--- src/sv/aqac_pkg.sv ---
// aqac_pkg: shared types, codes and datapath constants for the air quality
// alarm classifier. No dependencies; compile first.
`timescale 1ns / 1ps

package aqac_pkg;

    // Converter full scale and field widths
    localparam int ADC_FULL_SCALE = 4095;
    localparam int GAS_W          = 12;
    localparam int DUST_RAW_W     = 12;
    localparam int DUST_W         = 16;
    localparam int GAIN_W         = 16;
    localparam int INDEX_W        = 10;
    localparam int CFG_INDEX_W    = 3;
    localparam int CFG_DATA_W     = 16;
    localparam int GAIN_FRAC      = 8;

    // Clean-air index arithmetic
    localparam int INDEX_MAX = 1000;
    localparam int CLAMP_W   = 16;
    localparam int SUM_W     = $clog2(2 * ADC_FULL_SCALE + 1);
    localparam int NUM_MAX   = (2 * INDEX_MAX + 1) * ADC_FULL_SCALE;
    localparam int NUM_W     = $clog2(NUM_MAX + 1);
    localparam int DIV       = 2 * ADC_FULL_SCALE;
    localparam int RECIP_K   = NUM_W;
    localparam int RECIP_M   = (1 << RECIP_K) / DIV;
    localparam int RECIP_W   = $clog2(RECIP_M + 1);
    localparam int PROD_W    = NUM_W + RECIP_W;
    localparam int DROP_W    = INDEX_W;

    // Threshold reset values
    localparam int GAS_WARN_RST   = 1500;
    localparam int GAS_HAZ_RST    = 2500;
    localparam int DUST_WARN_RST  = 1500;
    localparam int DUST_HAZ_RST   = 2500;
    localparam int INDEX_HAZ_RST  = 400;
    localparam int DUST_GAIN_RST  = 256;

    typedef enum logic [CFG_INDEX_W-1:0] {
        CFG_GAS_WARN   = 3'd0,
        CFG_GAS_HAZ    = 3'd1,
        CFG_DUST_WARN  = 3'd2,
        CFG_DUST_HAZ   = 3'd3,
        CFG_INDEX_HAZ  = 3'd4,
        CFG_DUST_GAIN  = 3'd5
    } cfg_reg_t;

    typedef enum logic [1:0] {
        ST_SAFE = 2'd0,
        ST_WARN = 2'd1,
        ST_HAZ  = 2'd2
    } status_t;

    typedef enum logic [1:0] {
        BUZZ_NONE  = 2'd0,
        BUZZ_SHORT = 2'd1,
        BUZZ_LONG  = 2'd2
    } buzz_t;

    typedef enum logic [1:0] {
        SEV_NONE   = 2'd0,
        SEV_HAZARD = 2'd1,
        SEV_CHANGE = 2'd2
    } status_event_t;

    typedef enum logic [1:0] {
        FEV_NONE = 2'd0,
        FEV_ON   = 2'd1,
        FEV_OFF  = 2'd2
    } fan_event_t;

    typedef struct packed {
        status_t              air_status;
        logic [INDEX_W-1:0]   clean_index;
        logic [DUST_W-1:0]    dust_scaled;
        logic                 fan_drive;
        logic                 led_drive;
        buzz_t                buzzer_pulse;
        status_event_t        status_event;
        fan_event_t           fan_event;
    } result_t;

endpackage

--- src/sv/aqac_if.sv ---
// aqac channel interfaces: measurement, result and configuration write.
// Depends on aqac_pkg for field widths.
`timescale 1ns / 1ps

interface aqac_meas_if;
    logic                             valid;
    logic                             ready;
    logic [aqac_pkg::GAS_W-1:0]       gas_level;
    logic [aqac_pkg::DUST_RAW_W-1:0]  dust_sample;

    modport source (output valid, output gas_level, output dust_sample, input ready);
    modport sink   (input valid, input gas_level, input dust_sample, output ready);
endinterface

interface aqac_result_if;
    logic                            valid;
    logic                            ready;
    logic [1:0]                      air_status;
    logic [aqac_pkg::INDEX_W-1:0]    clean_index;
    logic [aqac_pkg::DUST_W-1:0]     dust_scaled;
    logic                            fan_drive;
    logic                            led_drive;
    logic [1:0]                      buzzer_pulse;
    logic [1:0]                      status_event;
    logic [1:0]                      fan_event;

    modport source (output valid, output air_status, output clean_index, output dust_scaled,
                    output fan_drive, output led_drive, output buzzer_pulse,
                    output status_event, output fan_event, input ready);
    modport sink   (input valid, input air_status, input clean_index, input dust_scaled,
                    input fan_drive, input led_drive, input buzzer_pulse,
                    input status_event, input fan_event, output ready);
endinterface

interface aqac_cfg_if;
    logic                               valid;
    logic                               ready;
    logic [aqac_pkg::CFG_INDEX_W-1:0]   index;
    logic [aqac_pkg::CFG_DATA_W-1:0]    data;

    modport source (output valid, output index, output data, input ready);
    modport sink   (input valid, input index, input data, output ready);
endinterface

--- src/sv/air_quality_alarm_classifier.sv ---
// air_quality_alarm_classifier: top level, four-stage classifier pipeline.
// Depends on aqac_pkg and the channel interfaces in aqac_if.sv.
`timescale 1ns / 1ps

// Channel   Direction  Payload                                     Request moves
// cfg       in         index, data                                 one register write
// meas      in         gas_level, dust_sample                      one measurement
// res       out        air_status .. fan_event (eight fields)      one classified result
//
// One request is taken every cycle unless a full pipeline is held by the
// result receiver. Stages: dust gain multiply, index numerator, reciprocal
// multiply, then correction and classification, which update the alarm
// latch and fan state in order. A stage holds its request while its
// successor is full and stalled, so bubbles collapse. Reset clears valid
// bits and alarm state and restores the thresholds; config writes always go in.

module air_quality_alarm_classifier (
    input  logic                  clk,
    input  logic                  rst_n,
    aqac_cfg_if.sink              cfg,
    aqac_meas_if.sink             meas,
    aqac_result_if.source         res
);

    // ------------------------------------------------------------------
    // Configuration registers
    // ------------------------------------------------------------------
    logic [aqac_pkg::GAS_W-1:0]     gas_warn_reg;
    logic [aqac_pkg::GAS_W-1:0]     gas_haz_reg;
    logic [aqac_pkg::DUST_W-1:0]    dust_warn_reg;
    logic [aqac_pkg::DUST_W-1:0]    dust_haz_reg;
    logic [aqac_pkg::INDEX_W-1:0]   index_haz_reg;
    logic [aqac_pkg::GAIN_W-1:0]    dust_gain_reg;

    assign cfg.ready = 1'b1;

    always_ff @(posedge clk or negedge rst_n)
    begin
        if (!rst_n)
        begin
            gas_warn_reg  <= aqac_pkg::GAS_W'(aqac_pkg::GAS_WARN_RST);
            gas_haz_reg   <= aqac_pkg::GAS_W'(aqac_pkg::GAS_HAZ_RST);
            dust_warn_reg <= aqac_pkg::DUST_W'(aqac_pkg::DUST_WARN_RST);
            dust_haz_reg  <= aqac_pkg::DUST_W'(aqac_pkg::DUST_HAZ_RST);
            index_haz_reg <= aqac_pkg::INDEX_W'(aqac_pkg::INDEX_HAZ_RST);
            dust_gain_reg <= aqac_pkg::GAIN_W'(aqac_pkg::DUST_GAIN_RST);
        end
        else if (cfg.valid && cfg.ready)
        begin
            // Decode the register index; unknown indexes drop the write
            unique case (aqac_pkg::cfg_reg_t'(cfg.index))
                aqac_pkg::CFG_GAS_WARN:  gas_warn_reg  <= cfg.data[aqac_pkg::GAS_W-1:0];
                aqac_pkg::CFG_GAS_HAZ:   gas_haz_reg   <= cfg.data[aqac_pkg::GAS_W-1:0];
                aqac_pkg::CFG_DUST_WARN: dust_warn_reg <= cfg.data[aqac_pkg::DUST_W-1:0];
                aqac_pkg::CFG_DUST_HAZ:  dust_haz_reg  <= cfg.data[aqac_pkg::DUST_W-1:0];
                aqac_pkg::CFG_INDEX_HAZ: index_haz_reg <= cfg.data[aqac_pkg::INDEX_W-1:0];
                aqac_pkg::CFG_DUST_GAIN: dust_gain_reg <= cfg.data[aqac_pkg::GAIN_W-1:0];
                default: ;
            endcase
        end
    end

    // ------------------------------------------------------------------
    // Stage control: each stage advances when it is empty or its
    // successor advances.
    // ------------------------------------------------------------------
    logic s1_v_reg, s2_v_reg, s3_v_reg, out_v_reg;
    logic adv0, adv1, adv2, adv3;

    assign adv3 = !out_v_reg || res.ready;
    assign adv2 = !s3_v_reg  || adv3;
    assign adv1 = !s2_v_reg  || adv2;
    assign adv0 = !s1_v_reg  || adv1;

    assign meas.ready = adv0;
    assign res.valid  = out_v_reg;

    always_ff @(posedge clk or negedge rst_n)
    begin
        if (!rst_n)
        begin
            s1_v_reg  <= 1'b0;
            s2_v_reg  <= 1'b0;
            s3_v_reg  <= 1'b0;
            out_v_reg <= 1'b0;
        end
        else
        begin
            if (adv0)
                s1_v_reg <= meas.valid;
            if (adv1)
                s2_v_reg <= s1_v_reg;
            if (adv2)
                s3_v_reg <= s2_v_reg;
            if (adv3)
                out_v_reg <= s3_v_reg;
        end
    end

    // ------------------------------------------------------------------
    // Stage 1: apply the Q8.8 dust gain, truncate and saturate to 16 bits
    // ------------------------------------------------------------------
    localparam int MUL_W = aqac_pkg::DUST_RAW_W + aqac_pkg::GAIN_W;

    logic [MUL_W-1:0]                dust_prod;
    logic [MUL_W-aqac_pkg::GAIN_FRAC-1:0] dust_shift;
    logic [aqac_pkg::DUST_W-1:0]     dust_sat;

    assign dust_prod  = MUL_W'(meas.dust_sample) * MUL_W'(dust_gain_reg);
    assign dust_shift = dust_prod[MUL_W-1:aqac_pkg::GAIN_FRAC];
    assign dust_sat   = (|dust_shift[MUL_W-aqac_pkg::GAIN_FRAC-1:aqac_pkg::DUST_W])
                        ? {aqac_pkg::DUST_W{1'b1}}
                        : dust_shift[aqac_pkg::DUST_W-1:0];

    logic [aqac_pkg::GAS_W-1:0]  s1_gas_reg;
    logic [aqac_pkg::DUST_W-1:0] s1_dust_reg;

    always_ff @(posedge clk)
    begin
        if (adv0)
        begin
            s1_gas_reg  <= meas.gas_level;
            s1_dust_reg <= dust_sat;
        end
    end

    // ------------------------------------------------------------------
    // Stage 2: clamp to full scale, form 1000 * sum + full_scale
    // ------------------------------------------------------------------
    localparam logic [aqac_pkg::CLAMP_W-1:0] FS_C = aqac_pkg::CLAMP_W'(aqac_pkg::ADC_FULL_SCALE);

    logic [aqac_pkg::CLAMP_W-1:0] gas_wide, dust_wide, gas_clamp, dust_clamp;
    logic [aqac_pkg::SUM_W-1:0]   reading_sum;
    logic [aqac_pkg::NUM_W-1:0]   index_num;

    assign gas_wide    = aqac_pkg::CLAMP_W'(s1_gas_reg);
    assign dust_wide   = aqac_pkg::CLAMP_W'(s1_dust_reg);
    assign gas_clamp   = (gas_wide > FS_C) ? FS_C : gas_wide;
    assign dust_clamp  = (dust_wide > FS_C) ? FS_C : dust_wide;
    assign reading_sum = aqac_pkg::SUM_W'(gas_clamp) + aqac_pkg::SUM_W'(dust_clamp);
    assign index_num   = aqac_pkg::NUM_W'(reading_sum) * aqac_pkg::NUM_W'(aqac_pkg::INDEX_MAX)
                         + aqac_pkg::NUM_W'(aqac_pkg::ADC_FULL_SCALE);

    logic [aqac_pkg::GAS_W-1:0]  s2_gas_reg;
    logic [aqac_pkg::DUST_W-1:0] s2_dust_reg;
    logic [aqac_pkg::NUM_W-1:0]  s2_num_reg;

    always_ff @(posedge clk)
    begin
        if (adv1)
        begin
            s2_gas_reg  <= s1_gas_reg;
            s2_dust_reg <= s1_dust_reg;
            s2_num_reg  <= index_num;
        end
    end

    // ------------------------------------------------------------------
    // Stage 3: estimate num / (2 * full_scale) by reciprocal multiply.
    // The estimate is never high and at most one below the true quotient.
    // ------------------------------------------------------------------
    logic [aqac_pkg::PROD_W-1:0] recip_prod;

    assign recip_prod = aqac_pkg::PROD_W'(s2_num_reg) * aqac_pkg::PROD_W'(aqac_pkg::RECIP_M);

    logic [aqac_pkg::GAS_W-1:0]  s3_gas_reg;
    logic [aqac_pkg::DUST_W-1:0] s3_dust_reg;
    logic [aqac_pkg::NUM_W-1:0]  s3_num_reg;
    logic [aqac_pkg::DROP_W-1:0] s3_q0_reg;

    always_ff @(posedge clk)
    begin
        if (adv2)
        begin
            s3_gas_reg  <= s2_gas_reg;
            s3_dust_reg <= s2_dust_reg;
            s3_num_reg  <= s2_num_reg;
            s3_q0_reg   <= recip_prod[aqac_pkg::RECIP_K +: aqac_pkg::DROP_W];
        end
    end

    // ------------------------------------------------------------------
    // Stage 4: correct the quotient, build the index, classify and
    // update the alarm latch, fan state and last status.
    // ------------------------------------------------------------------
    localparam logic [aqac_pkg::NUM_W-1:0]   DIV_N   = aqac_pkg::NUM_W'(aqac_pkg::DIV);
    localparam logic [aqac_pkg::DROP_W-1:0]  IDX_MAX = aqac_pkg::DROP_W'(aqac_pkg::INDEX_MAX);

    aqac_pkg::status_t prev_status_reg, prev_status_next;
    logic              armed_reg, armed_next;
    logic              fan_state_reg, fan_state_next;

    logic [aqac_pkg::NUM_W-1:0]   q0_times_div;
    logic [aqac_pkg::NUM_W-1:0]   remainder;
    logic [aqac_pkg::DROP_W-1:0]  drop_fix;
    logic [aqac_pkg::DROP_W-1:0]  drop_sat;
    logic [aqac_pkg::INDEX_W-1:0] clean_idx;
    aqac_pkg::status_t            status;
    aqac_pkg::result_t            result_next;
    aqac_pkg::result_t            result_reg;

    always_comb
    begin
        q0_times_div = aqac_pkg::NUM_W'(s3_q0_reg) * DIV_N;
        remainder    = s3_num_reg - q0_times_div;
        drop_fix     = (remainder >= DIV_N) ? s3_q0_reg + aqac_pkg::DROP_W'(1) : s3_q0_reg;
        drop_sat     = (drop_fix > IDX_MAX) ? IDX_MAX : drop_fix;
        clean_idx    = IDX_MAX - drop_sat;

        // Thresholds see the unclamped readings
        if (s3_gas_reg > gas_haz_reg || s3_dust_reg > dust_haz_reg || clean_idx < index_haz_reg)
            status = aqac_pkg::ST_HAZ;
        else if (s3_gas_reg > gas_warn_reg || s3_dust_reg > dust_warn_reg)
            status = aqac_pkg::ST_WARN;
        else
            status = aqac_pkg::ST_SAFE;

        result_next              = '0;
        result_next.air_status   = status;
        result_next.clean_index  = clean_idx;
        result_next.dust_scaled  = s3_dust_reg;
        result_next.buzzer_pulse = aqac_pkg::BUZZ_NONE;
        result_next.status_event = aqac_pkg::SEV_NONE;
        result_next.fan_event    = aqac_pkg::FEV_NONE;

        armed_next       = armed_reg;
        prev_status_next = status;

        // Safe re-arms the latch; the first non-safe result fires the buzzer
        if (status == aqac_pkg::ST_SAFE)
        begin
            fan_state_next = 1'b0;
            armed_next     = 1'b1;
        end
        else
        begin
            fan_state_next = 1'b1;
            if (armed_reg)
            begin
                result_next.buzzer_pulse = (status == aqac_pkg::ST_HAZ)
                                           ? aqac_pkg::BUZZ_LONG : aqac_pkg::BUZZ_SHORT;
                armed_next = 1'b0;
            end
        end
        result_next.fan_drive = fan_state_next;
        result_next.led_drive = fan_state_next;

        if (status != prev_status_reg)
            result_next.status_event = (status == aqac_pkg::ST_HAZ)
                                       ? aqac_pkg::SEV_HAZARD : aqac_pkg::SEV_CHANGE;

        if (fan_state_next && !fan_state_reg)
            result_next.fan_event = aqac_pkg::FEV_ON;
        else if (!fan_state_next && fan_state_reg)
            result_next.fan_event = aqac_pkg::FEV_OFF;
    end

    // Alarm state advances only when a request moves into the result slot
    always_ff @(posedge clk or negedge rst_n)
    begin
        if (!rst_n)
        begin
            prev_status_reg <= aqac_pkg::ST_SAFE;
            armed_reg       <= 1'b1;
            fan_state_reg   <= 1'b0;
        end
        else if (adv3 && s3_v_reg)
        begin
            prev_status_reg <= prev_status_next;
            armed_reg       <= armed_next;
            fan_state_reg   <= fan_state_next;
        end
    end

    always_ff @(posedge clk)
    begin
        if (adv3)
            result_reg <= result_next;
    end

    assign res.air_status   = result_reg.air_status;
    assign res.clean_index  = result_reg.clean_index;
    assign res.dust_scaled  = result_reg.dust_scaled;
    assign res.fan_drive    = result_reg.fan_drive;
    assign res.led_drive    = result_reg.led_drive;
    assign res.buzzer_pulse = result_reg.buzzer_pulse;
    assign res.status_event = result_reg.status_event;
    assign res.fan_event    = result_reg.fan_event;

endmodule

--- src/flat_wrapper.sv ---
// flat-port wrapper written by rule: the top's interface ports become plain ports
module air_quality_alarm_classifier_flat 
  (clk, rst_n, cfg_valid, cfg_index, cfg_data, cfg_ready, meas_valid, meas_gas_level, meas_dust_sample, meas_ready, res_valid, res_air_status, res_clean_index, res_dust_scaled, res_fan_drive, res_led_drive, res_buzzer_pulse, res_status_event, res_fan_event, res_ready);
  aqac_cfg_if cfg_i ();
  aqac_meas_if meas_i ();
  aqac_result_if res_i ();
  input  logic clk;
  input  logic rst_n;
  input wire logic [$bits(cfg_i.valid)-1:0] cfg_valid;
  input wire logic [$bits(cfg_i.index)-1:0] cfg_index;
  input wire logic [$bits(cfg_i.data)-1:0] cfg_data;
  output wire logic [$bits(cfg_i.ready)-1:0] cfg_ready;
  input wire logic [$bits(meas_i.valid)-1:0] meas_valid;
  input wire logic [$bits(meas_i.gas_level)-1:0] meas_gas_level;
  input wire logic [$bits(meas_i.dust_sample)-1:0] meas_dust_sample;
  output wire logic [$bits(meas_i.ready)-1:0] meas_ready;
  output wire logic [$bits(res_i.valid)-1:0] res_valid;
  output wire logic [$bits(res_i.air_status)-1:0] res_air_status;
  output wire logic [$bits(res_i.clean_index)-1:0] res_clean_index;
  output wire logic [$bits(res_i.dust_scaled)-1:0] res_dust_scaled;
  output wire logic [$bits(res_i.fan_drive)-1:0] res_fan_drive;
  output wire logic [$bits(res_i.led_drive)-1:0] res_led_drive;
  output wire logic [$bits(res_i.buzzer_pulse)-1:0] res_buzzer_pulse;
  output wire logic [$bits(res_i.status_event)-1:0] res_status_event;
  output wire logic [$bits(res_i.fan_event)-1:0] res_fan_event;
  input wire logic [$bits(res_i.ready)-1:0] res_ready;
  assign cfg_i.valid = cfg_valid;
  assign cfg_i.index = cfg_index;
  assign cfg_i.data = cfg_data;
  assign cfg_ready = cfg_i.ready;
  assign meas_i.valid = meas_valid;
  assign meas_i.gas_level = meas_gas_level;
  assign meas_i.dust_sample = meas_dust_sample;
  assign meas_ready = meas_i.ready;
  assign res_valid = res_i.valid;
  assign res_air_status = res_i.air_status;
  assign res_clean_index = res_i.clean_index;
  assign res_dust_scaled = res_i.dust_scaled;
  assign res_fan_drive = res_i.fan_drive;
  assign res_led_drive = res_i.led_drive;
  assign res_buzzer_pulse = res_i.buzzer_pulse;
  assign res_status_event = res_i.status_event;
  assign res_fan_event = res_i.fan_event;
  assign res_i.ready = res_ready;
  air_quality_alarm_classifier u_core (.clk(clk), .rst_n(rst_n), .cfg(cfg_i), .meas(meas_i), .res(res_i));
endmodule
--- config.mk ---
export PLATFORM = sky130hd
export DESIGN_NAME = air_quality_alarm_classifier_flat
export DESIGN_NICKNAME = d
export VERILOG_FILES = /design/src/sv/aqac_pkg.sv /design/src/sv/aqac_if.sv /design/src/sv/air_quality_alarm_classifier.sv /design/src/flat_wrapper.sv
export SDC_FILE = /design/constraint.sdc
export NUM_CORES = 1
export LEC_CHECK = 0
export BUFFER_PORTS_ARGS = -buffer_cell sky130_fd_sc_hd__buf_2
export CELL_PAD_IN_SITES_DETAIL_PLACEMENT = 1
export CELL_PAD_IN_SITES_GLOBAL_PLACEMENT = 2
export CORE_UTILIZATION = 43
export DETAILED_ROUTE_END_ITERATION = 6
export MAX_ROUTING_LAYER = met4
export PLACE_DENSITY = 0.8
export SYNTH_ARGS = -nofsm -noshare
export SYNTH_HDL_FRONTEND = slang
export SYNTH_SLANG_ARGS = --single-unit
export TNS_END_PERCENT = 50
--- constraint.sdc ---
create_clock -name clk -period 11.5 [get_ports clk]
set_input_delay 0.575 -clock clk [delete_from_list [all_inputs] [get_ports clk]]
set_output_delay 0.575 -clock clk [all_outputs]
set_load 0.1 [all_outputs]
==> impl_metrics.toml, run 1 <==
[grt]
grt_pass1_vias = 17100
grt_pass1_wl_um = 93400
overflow = 0
grt_start_max_net_pins = 48
groute.usage.overall = 0.228
antenna_found_initial = 1

[die]
ioPinCount = 87
die_area_mm2 = 0.0538
die_height_um = 232
core_area_mm2 = 0.0518
die_w_um = 232
fp-row-count = 83
start_util = 0.439

[placed_design]
dpl.hpwl_um = 47000
io_buffer_count = 85
placedCellCount = 2906
gp_congestion = 0.849

[drt]
dr.pass1.iters = 5
vias = 16000
viasPerCell = 5.39
drc = 0
drt_iter0_drc = 800
wl_um = 58300
ant_nets = 0
wl_per_cell_um = 19.7

[setup_path]
path_delay_family = "compound AO/OA/AOI/OAI gates"
r2r-start = "u_core.s3_q0_reg[1]"
r2r_slack_ns = 0.74
path_buf_inv = 6
cpPeakStageDelay_ns = 0.74
criticalPathCategory = "flip-flop to flip-flop"
cp-start-kind = "flip-flop"
required_ns = 11.81
endpoint_kind = "flip-flop"
worstPathMaxFanout = 8
r2r_end = "u_core.res.air_status[0]"
critPathSlowestCell = "fa_2"
reg2regPathDepth = 43
cp.arrival_ns = 11.07

[synthesis]
postSynthCellCount = 2193
synth_area_mm2 = 0.0228
synth-main-ff-cell = "edfxtp_1"
yosys_warnings = 0
syn_nets = 2730
ys_seq_area_frac = 0.310
ys_types = 87
synth-edff-count = 159
async_flop_share = 0.361
synth_seq_cells = 249
post_synth.cell_area_avg_um2 = 10.4

[clock_network]
cts.sinks = 249
cts-root-buf = "clkbuf_16"
cts_tree = "done"
h-tree-depth = 1
clock_path_buffers = 3
insertion_delay_ns = 0.59
clkTransAtPathRegs_ns = 0.06
cts_buffers = 28
cts_hold_buf = 0

[sta]
finalClockSkew_ns = 0.0473
setup-violations-final = 0
slew_headroom = 0.295
drv_slew = 0
finalCritPeriodShare = 0.936
finalHoldViolCount = 0
min_period_ns = 10.76
worst_pin_slew_ns = 1.05
max_clock_freq_mhz = 92.9

[finish]
fillers = 5696
diodes = 0
nNetsFinal = 2800
final_util = 0.481
area_delta_synth_final_pct = 9.43
layout-drive-gt1-share = 0.114
largest_reg_flops = 20
stdcell_count = 2965

[run]
cap_violations = 0

[outcome]
status = "finished clean"

[worst_hold_path]
min_path_type = "primary input to asynchronous set/reset pin"
## synth_stat cells (43+ instances only)
master	number	share of area
o21ai_0	98	0.022
fa_1	220	0.19
a21oi_1	78	0.017
edfxtp_1	159	0.21
and2_1	72	0.020
ha_1	269	0.15
clkbuf_1	54	0.0089
xnor2_1	60	0.023
nor2_1	72	0.012
dfrtp_1	61	0.067
xor2_1	43	0.017
a21o_1	48	0.016
inv_1	351	0.058
nand2_1	240	0.040
## cell families after synthesis
family                   count (synthesis)  share of synthesized area
AND/OR/NAND/NOR                        538                      0.113
adder cells (fa/ha/maj)                489                      0.341
buffers and inverters                  416                     0.0700
AO/OA/AOI/OAI                          354                      0.103
flip-flops                             249                      0.310
XOR/XNOR                               104                     0.0409
multiplexers                            42                     0.0205
other                                    1                   0.000165
## metrics by stage
step	setup slack, ns	hold WS (ns)	instance area (um^2)	TNS (ns)
3_5_place_dp	0.253	0.405	23900	0
6_report	0.741	0.00237	24900	0
2_1_floorplan	1.85	0.279	22800	0
5_1_grt	-0.0228	0.0264	24900	-0.0228
3_3_place_gp	0.768	0.402	23900	0
4_1_cts	0.169	0.00965	24800	0
## metal layers
metal | part of all wire | vias up | wire (um) | global-route usage
li1 | - | 7426 | - | -
met1 | 0.48 | 8275 | 28200 | 0.322
met2 | 0.47 | 216 | 27300 | 0.360
met3 | 0.030 | 55 | 1720 | 0.0205
met4 | 0.017 | 0 | 994 | 0.0424
met5 | 0 | - | 0 | -
## cells in the final DEF (no fill, tap or decap), types with 12 or more instances in the layout
master	Yosys	routed
inv_1	351	351
ha_1	269	269
nand2_1	240	239
fa_1	220	218
edfxtp_1	159	159
o21ai_0	98	98
buf_2	4	84
a21oi_1	78	77
nor2_1	72	72
and2_1	72	72
dfrtp_1	61	61
xnor2_1	60	60
a21o_1	48	48
xor2_1	43	42
mux2_2	36	36
dfstp_2	29	29
clkbuf_16	0	28
nand2b_1	27	27
nand3_1	23	22
nor3_1	24	21
nand4_1	19	19
buf_4	3	19
nor2b_1	16	16
o21bai_1	12	12
## repair_timing
action / 4_1_cts / 5_1_grt
resized for setup: 0 / 9
endpoints found under the setup margin: 0 / 13
buffers inserted: 0 / 7
## cell type report
cell class	count	area, um^2	area share
clock inverter	18	178	0.00713
clock buffer	34	743	0.0298
sequential	249	7060	0.284
inverter	353	1330	0.0532
timing repair buffer	103	563	0.0226
multi-input combinational	1528	14200	0.569
tap	680	851	0.0342
## worst max path at each step
stage,start,end,depth (start not counted)
after floorplan,u_core.s3_q0_reg[7],u_core.res.buzzer_pulse[0],40
after global placement,u_core.s3_q0_reg[2],u_core.res.buzzer_pulse[0],43
after detailed placement,u_core.s3_q0_reg[8],u_core.res.air_status[0],39
after CTS,u_core.s3_q0_reg[8],u_core.prev_status_reg[0],39
after global routing,u_core.s3_q0_reg[1],u_core.prev_status_reg[0],43
final,u_core.s3_q0_reg[1],u_core.res.air_status[0],43
Power of run 1 is left out: the tool's default activity adds up to more than one toggle a clock period on the data nets, which glitch-free logic cannot reach.
==> run 2, diff against run 1 <==
--- a/constraint.sdc
+++ b/constraint.sdc
@@ -3,2 +3,2 @@
 set_output_delay 0.575 -clock clk [all_outputs]
-set_load 0.1 [all_outputs]
+set_load 0.005 [all_outputs]
==> run 2 against run 1 <==
Fmax grew 0.37%. Hold slack gained 0.020 ns. Final area grew 0.33%. Clock-buffer cell count grew 8. Die area is the same. Cell count grew 0.27%. Routed wire length shrank 0.37%. Flip-flop and latch count is the same. Highest routed layer unchanged.
==> impl_metrics.toml, run 2 (synthesis results as in run 1) <==
[outcome]
status = "finished clean"

[die]
die_height_um = 232
start_util = 0.439
core_area_mm2 = 0.0518
fp-row-count = 83
ioPinCount = 87
die_w_um = 232
die_area_mm2 = 0.0538

[grt]
antenna_found_initial = 1
groute.usage.overall = 0.227
overflow = 0
grt_pass1_wl_um = 93100
grt_start_max_net_pins = 48
grt_pass1_vias = 17000

[sta]
drv_slew = 0
slew_headroom = 0.243
setup-violations-final = 0
min_period_ns = 10.72
finalHoldViolCount = 0
finalCritPeriodShare = 0.932
tns_ns = 0
max_clock_freq_mhz = 93.3
worst_pin_slew_ns = 1.13
layout_setup_ws_ns = 0.781
finalClockSkew_ns = 0.0274

[setup_path]
reg2regPathDepth = 44
crit_top_cell = "ha_1"
worstPathMaxFanout = 8
cp.arrival_ns = 10.99
cpPeakStageDelay_ns = 0.71
r2r_slack_ns = 0.78
criticalPathCategory = "flip-flop to flip-flop"
critPathSlowestCell = "fa_2"
cp-start-kind = "flip-flop"
required_ns = 11.77
endpoint_kind = "flip-flop"

[finish]
diodes = 0
final_cell_mix = "inv_1, ha_1, nand2_1"
largest_reg_flops = 20
fin_area_mm2 = 0.0250
nNetsFinal = 2809
layout-drive-gt1-share = 0.115
stdcell_count = 2973
final_common_cell = "inv_1"
area_delta_synth_final_pct = 9.79

[drt]
wl_um = 58100
drc = 0
drt_iter0_drc = 778
vias = 15900
ant_nets = 0
dr.pass1.iters = 7
wl_per_cell_um = 19.5
viasPerCell = 5.34

[placed_design]
dpl.hpwl_um = 46800
io_buffer_count = 85
placedCellCount = 2905
placed_area_mm2 = 0.0239
dp_slack_ns = 0.274
gp_congestion = 0.849

[run]
cap_violations = 0

[clock_network]
cts_tree = "done"
cts_hold_buf = 0
h-tree-depth = 1
cts-root-buf = "clkbuf_16"
cts.sinks = 249
insertion_delay_ns = 0.56
cts_buffers = 27
clock_path_buffers = 3
clkTransAtPathRegs_ns = 0.07

[worst_hold_path]
min_path_type = "primary input to asynchronous set/reset pin"
==> run 2: changes by cell type in the layout (fill, tap and decap cells not counted), moves of 2 or more <==
cell,previous run,this run
clkbuf_8,2,6
clkinvlp_4,6,0
bufinv_16,1,3
clkbuf_1,4,8
clkinv_2,4,1
inv_6,4,2
buf_4,19,29
==> run 2: final cells by class <==
type                    instances  area [um^2]
flip-flops and latches        249         7060
clock buffers                  42          813
fillers                      5755        26800
inverters                     353         1330
well taps                     680          851
repair buffers                113          638
clock inverters                 8          125
multi-input cells            1528        14200
==> run 2: timing repair <==
item | CTS | global route
endpoints found under the setup margin | 0 | 13
resized for setup | 0 | 9
setup buffers | 0 | 18
==> run 2: worst paths after layout <==
check                                      from                    endpoint
max                         u_core.s3_q0_reg[1]  u_core.res.buzzer_pulse[0]
min                                       rst_n     u_core.index_haz_reg[3]
max reg2reg                 u_core.s3_q0_reg[1]  u_core.res.buzzer_pulse[0]
min reg2reg                u_core.s2_num_reg[4]        u_core.s3_num_reg[4]
max in group asynchronous                 rst_n    u_core.dust_gain_reg[11]
min in group clk              meas_gas_level[7]        u_core.s1_gas_reg[7]
==> run 2: per-stage QoR <==
step                       util  hold slack, ns
after floorplan               -           0.279
after global placement    0.461           0.402
after detailed placement  0.461           0.406
after CTS                 0.479          0.0248
after global routing      0.482          0.0592
final                     0.482          0.0224
==> run 2: routing by layer <==
metal	GRT usage	share of wire	vias up
met5	-	0	-
li1	-	-	7448
met4	0.0405	0.014	0
met2	0.359	0.47	211
met3	0.0220	0.031	40
met1	0.321	0.49	8184
==> run 2: critical path: cells and delay by family (launching register included) <==
family | cells | cell delay, ns
AO/OA/AOI/OAI | 17 | 3.47
XOR/XNOR | 3 | 0.61
buffers and inverters | 5 | 0.34
AND/OR/NAND/NOR | 10 | 1.87
flip-flops | 1 | 0.46
adder cells (fa/ha/maj) | 9 | 3.65
Power of run 2 is left out for the same reason.
==> run 3, diff against run 2 <==
- CORE_MARGIN: unset -> 3
- HOLD_SLACK_MARGIN: unset -> 0.12
==> run 3 against run 2 <==
Hold slack improved by 0.17 ns. Clock-buffer cell count decreased by 10. Register-to-register slack got worse by 0.02 ns. Via count down 1.3%. Clock skew rose by 0.0048 ns. Routed wire length down 1.2%. Global-route usage down 1.4 points. Final area shrank 0.33%. Die area is 3.5% higher. Core utilization shrank 0.16 points. Fmax down 0.19%. Critical endpoint unchanged. Highest routed layer unchanged.
==> impl_metrics.toml, run 3 (synthesis results as in run 1) <==
[outcome]
status = "finished clean"

[sta]
fin_hold_ws_ns = 0.193
setup-violations-final = 0
finalClockSkew_ns = 0.0322
finalHoldViolCount = 0
finalCritPeriodShare = 0.934
drv_slew = 0
min_period_ns = 10.74
rsz0062_at_grt = "no"
max_clock_freq_mhz = 93.1
slew_headroom = 0.262
tns_ns = 0
worst_pin_slew_ns = 1.08

[finish]
largest_reg_flops = 20
stdcell_count = 2966
final_common_cell = "inv_1"
diodes = 0
area_delta_synth_final_pct = 9.43
final_cell_mix = "inv_1, ha_1, nand2_1"
layout-drive-gt1-share = 0.112
final_util = 0.481
nNetsFinal = 2801
fillers = 5722

[worst_hold_path]
hp-start = "meas_gas_level[1]"
hold_depth = 1
whs_endpoint = "u_core.s1_gas_reg[1]"
min_path_type = "primary input to flip-flop"

[die]
fp-row-count = 83
die_w_um = 236
die_height_um = 236
ioPinCount = 87
core_area_mm2 = 0.0518
start_util = 0.439
die_area_mm2 = 0.0557

[placed_design]
placedCellCount = 2906
gp_congestion = 0.831
dpl.hpwl_um = 46500
io_buffer_count = 85

[setup_path]
r2r_slack_ns = 0.76
worstPathMaxFanout = 8
required_ns = 11.78
reg2regPathDepth = 43
criticalPathCategory = "flip-flop to flip-flop"
cp.arrival_ns = 11.02
r2r-start = "u_core.s3_q0_reg[6]"
cpPeakStageDelay_ns = 0.59
r2r_end = "u_core.res.buzzer_pulse[0]"
cp-start-kind = "flip-flop"
worstSetupStartpoint = "u_core.s3_q0_reg[6]"
critPathSlowestCell = "edfxtp_1"
endpoint_kind = "flip-flop"

[clock_network]
cts-root-buf = "clkbuf_16"
h-tree-depth = 1
clkTransAtPathRegs_ns = 0.07
cts.sinks = 249
insertion_delay_ns = 0.58
clock_path_buffers = 3
cts_buffers = 28
cts_tree = "done"

[drt]
dr.pass1.iters = 4
wl_per_cell_um = 19.3
vias = 15700
ant_nets = 0
drc = 0
drt_iter0_drc = 803
wl_um = 57400
viasPerCell = 5.28

[grt]
overflow = 0
grt_pass1_vias = 17000
antenna_found_initial = 3
grt_start_max_net_pins = 48
groute.usage.overall = 0.213
grt_pass1_wl_um = 92700

[run]
cap_violations = 0
## run 3: cell types whose count changed in the layout (fill, tap and decap cells not counted), sizes merged
cell	delta
clkbuf	-10
buf	-10
clkinv	+12
dlygate4sd3	+1
## run 3: layer usage
metal,up-vias,global-route usage,part of all wire
met4,0,0.0358,0.015
met5,-,-,0
met1,7979,0.306,0.49
li1,7434,-,-
met2,209,0.336,0.47
met3,47,0.0212,0.032
## run 3: worst max-delay path, delay by kind of cell, from the launching register on
family | cells | cell delay, ns
compound gates | 20 | 4.18
fa+ha+maj | 9 | 3.64
simple gates | 5 | 0.82
xor+xnor | 3 | 0.66
flops | 1 | 0.59
buf+inv | 6 | 0.54
## run 3: layout make-up
type                    instances  area (um^2)  share of cell area
multi-input cells            1528        14200               0.569
flip-flops and latches        249         7060               0.284
clock buffers                  32          716              0.0287
repair buffers                104          573              0.0230
inverters                     353         1330              0.0532
clock inverters                20          205             0.00824
well taps                     680          851              0.0342
## run 3: per-stage QoR
step | worst slack, ns | instance area (um^2)
2_1_floorplan | 1.85 | 22800
3_3_place_gp | 0.829 | 23900
3_5_place_dp | 0.327 | 23900
4_1_cts | 0.251 | 24800
5_1_grt | 0.0243 | 24900
6_report | 0.761 | 24900
## run 3: worst max path at each step
stage / slack [ns] / to / depth (start not counted)
final: 0.76 / u_core.res.buzzer_pulse[0] / 43
after detailed placement: 0.33 / u_core.res.buzzer_pulse[0] / 39
after global placement: 0.83 / u_core.res.buzzer_pulse[0] / 44
after CTS: 0.25 / u_core.res.buzzer_pulse[0] / 39
after global routing: 0.02 / u_core.res.buzzer_pulse[0] / 40
after floorplan: 1.85 / u_core.res.buzzer_pulse[0] / 40
## run 3: timing repair
action                                  in CTS  in global routing
endpoints found under the hold margin       25                  0
setup buffers                                0                  7
endpoints found under the setup margin       0                 13
hold buffers                                 1                  0
gates resized for setup                      0                  8
Power of run 3 is left out for the same reason.
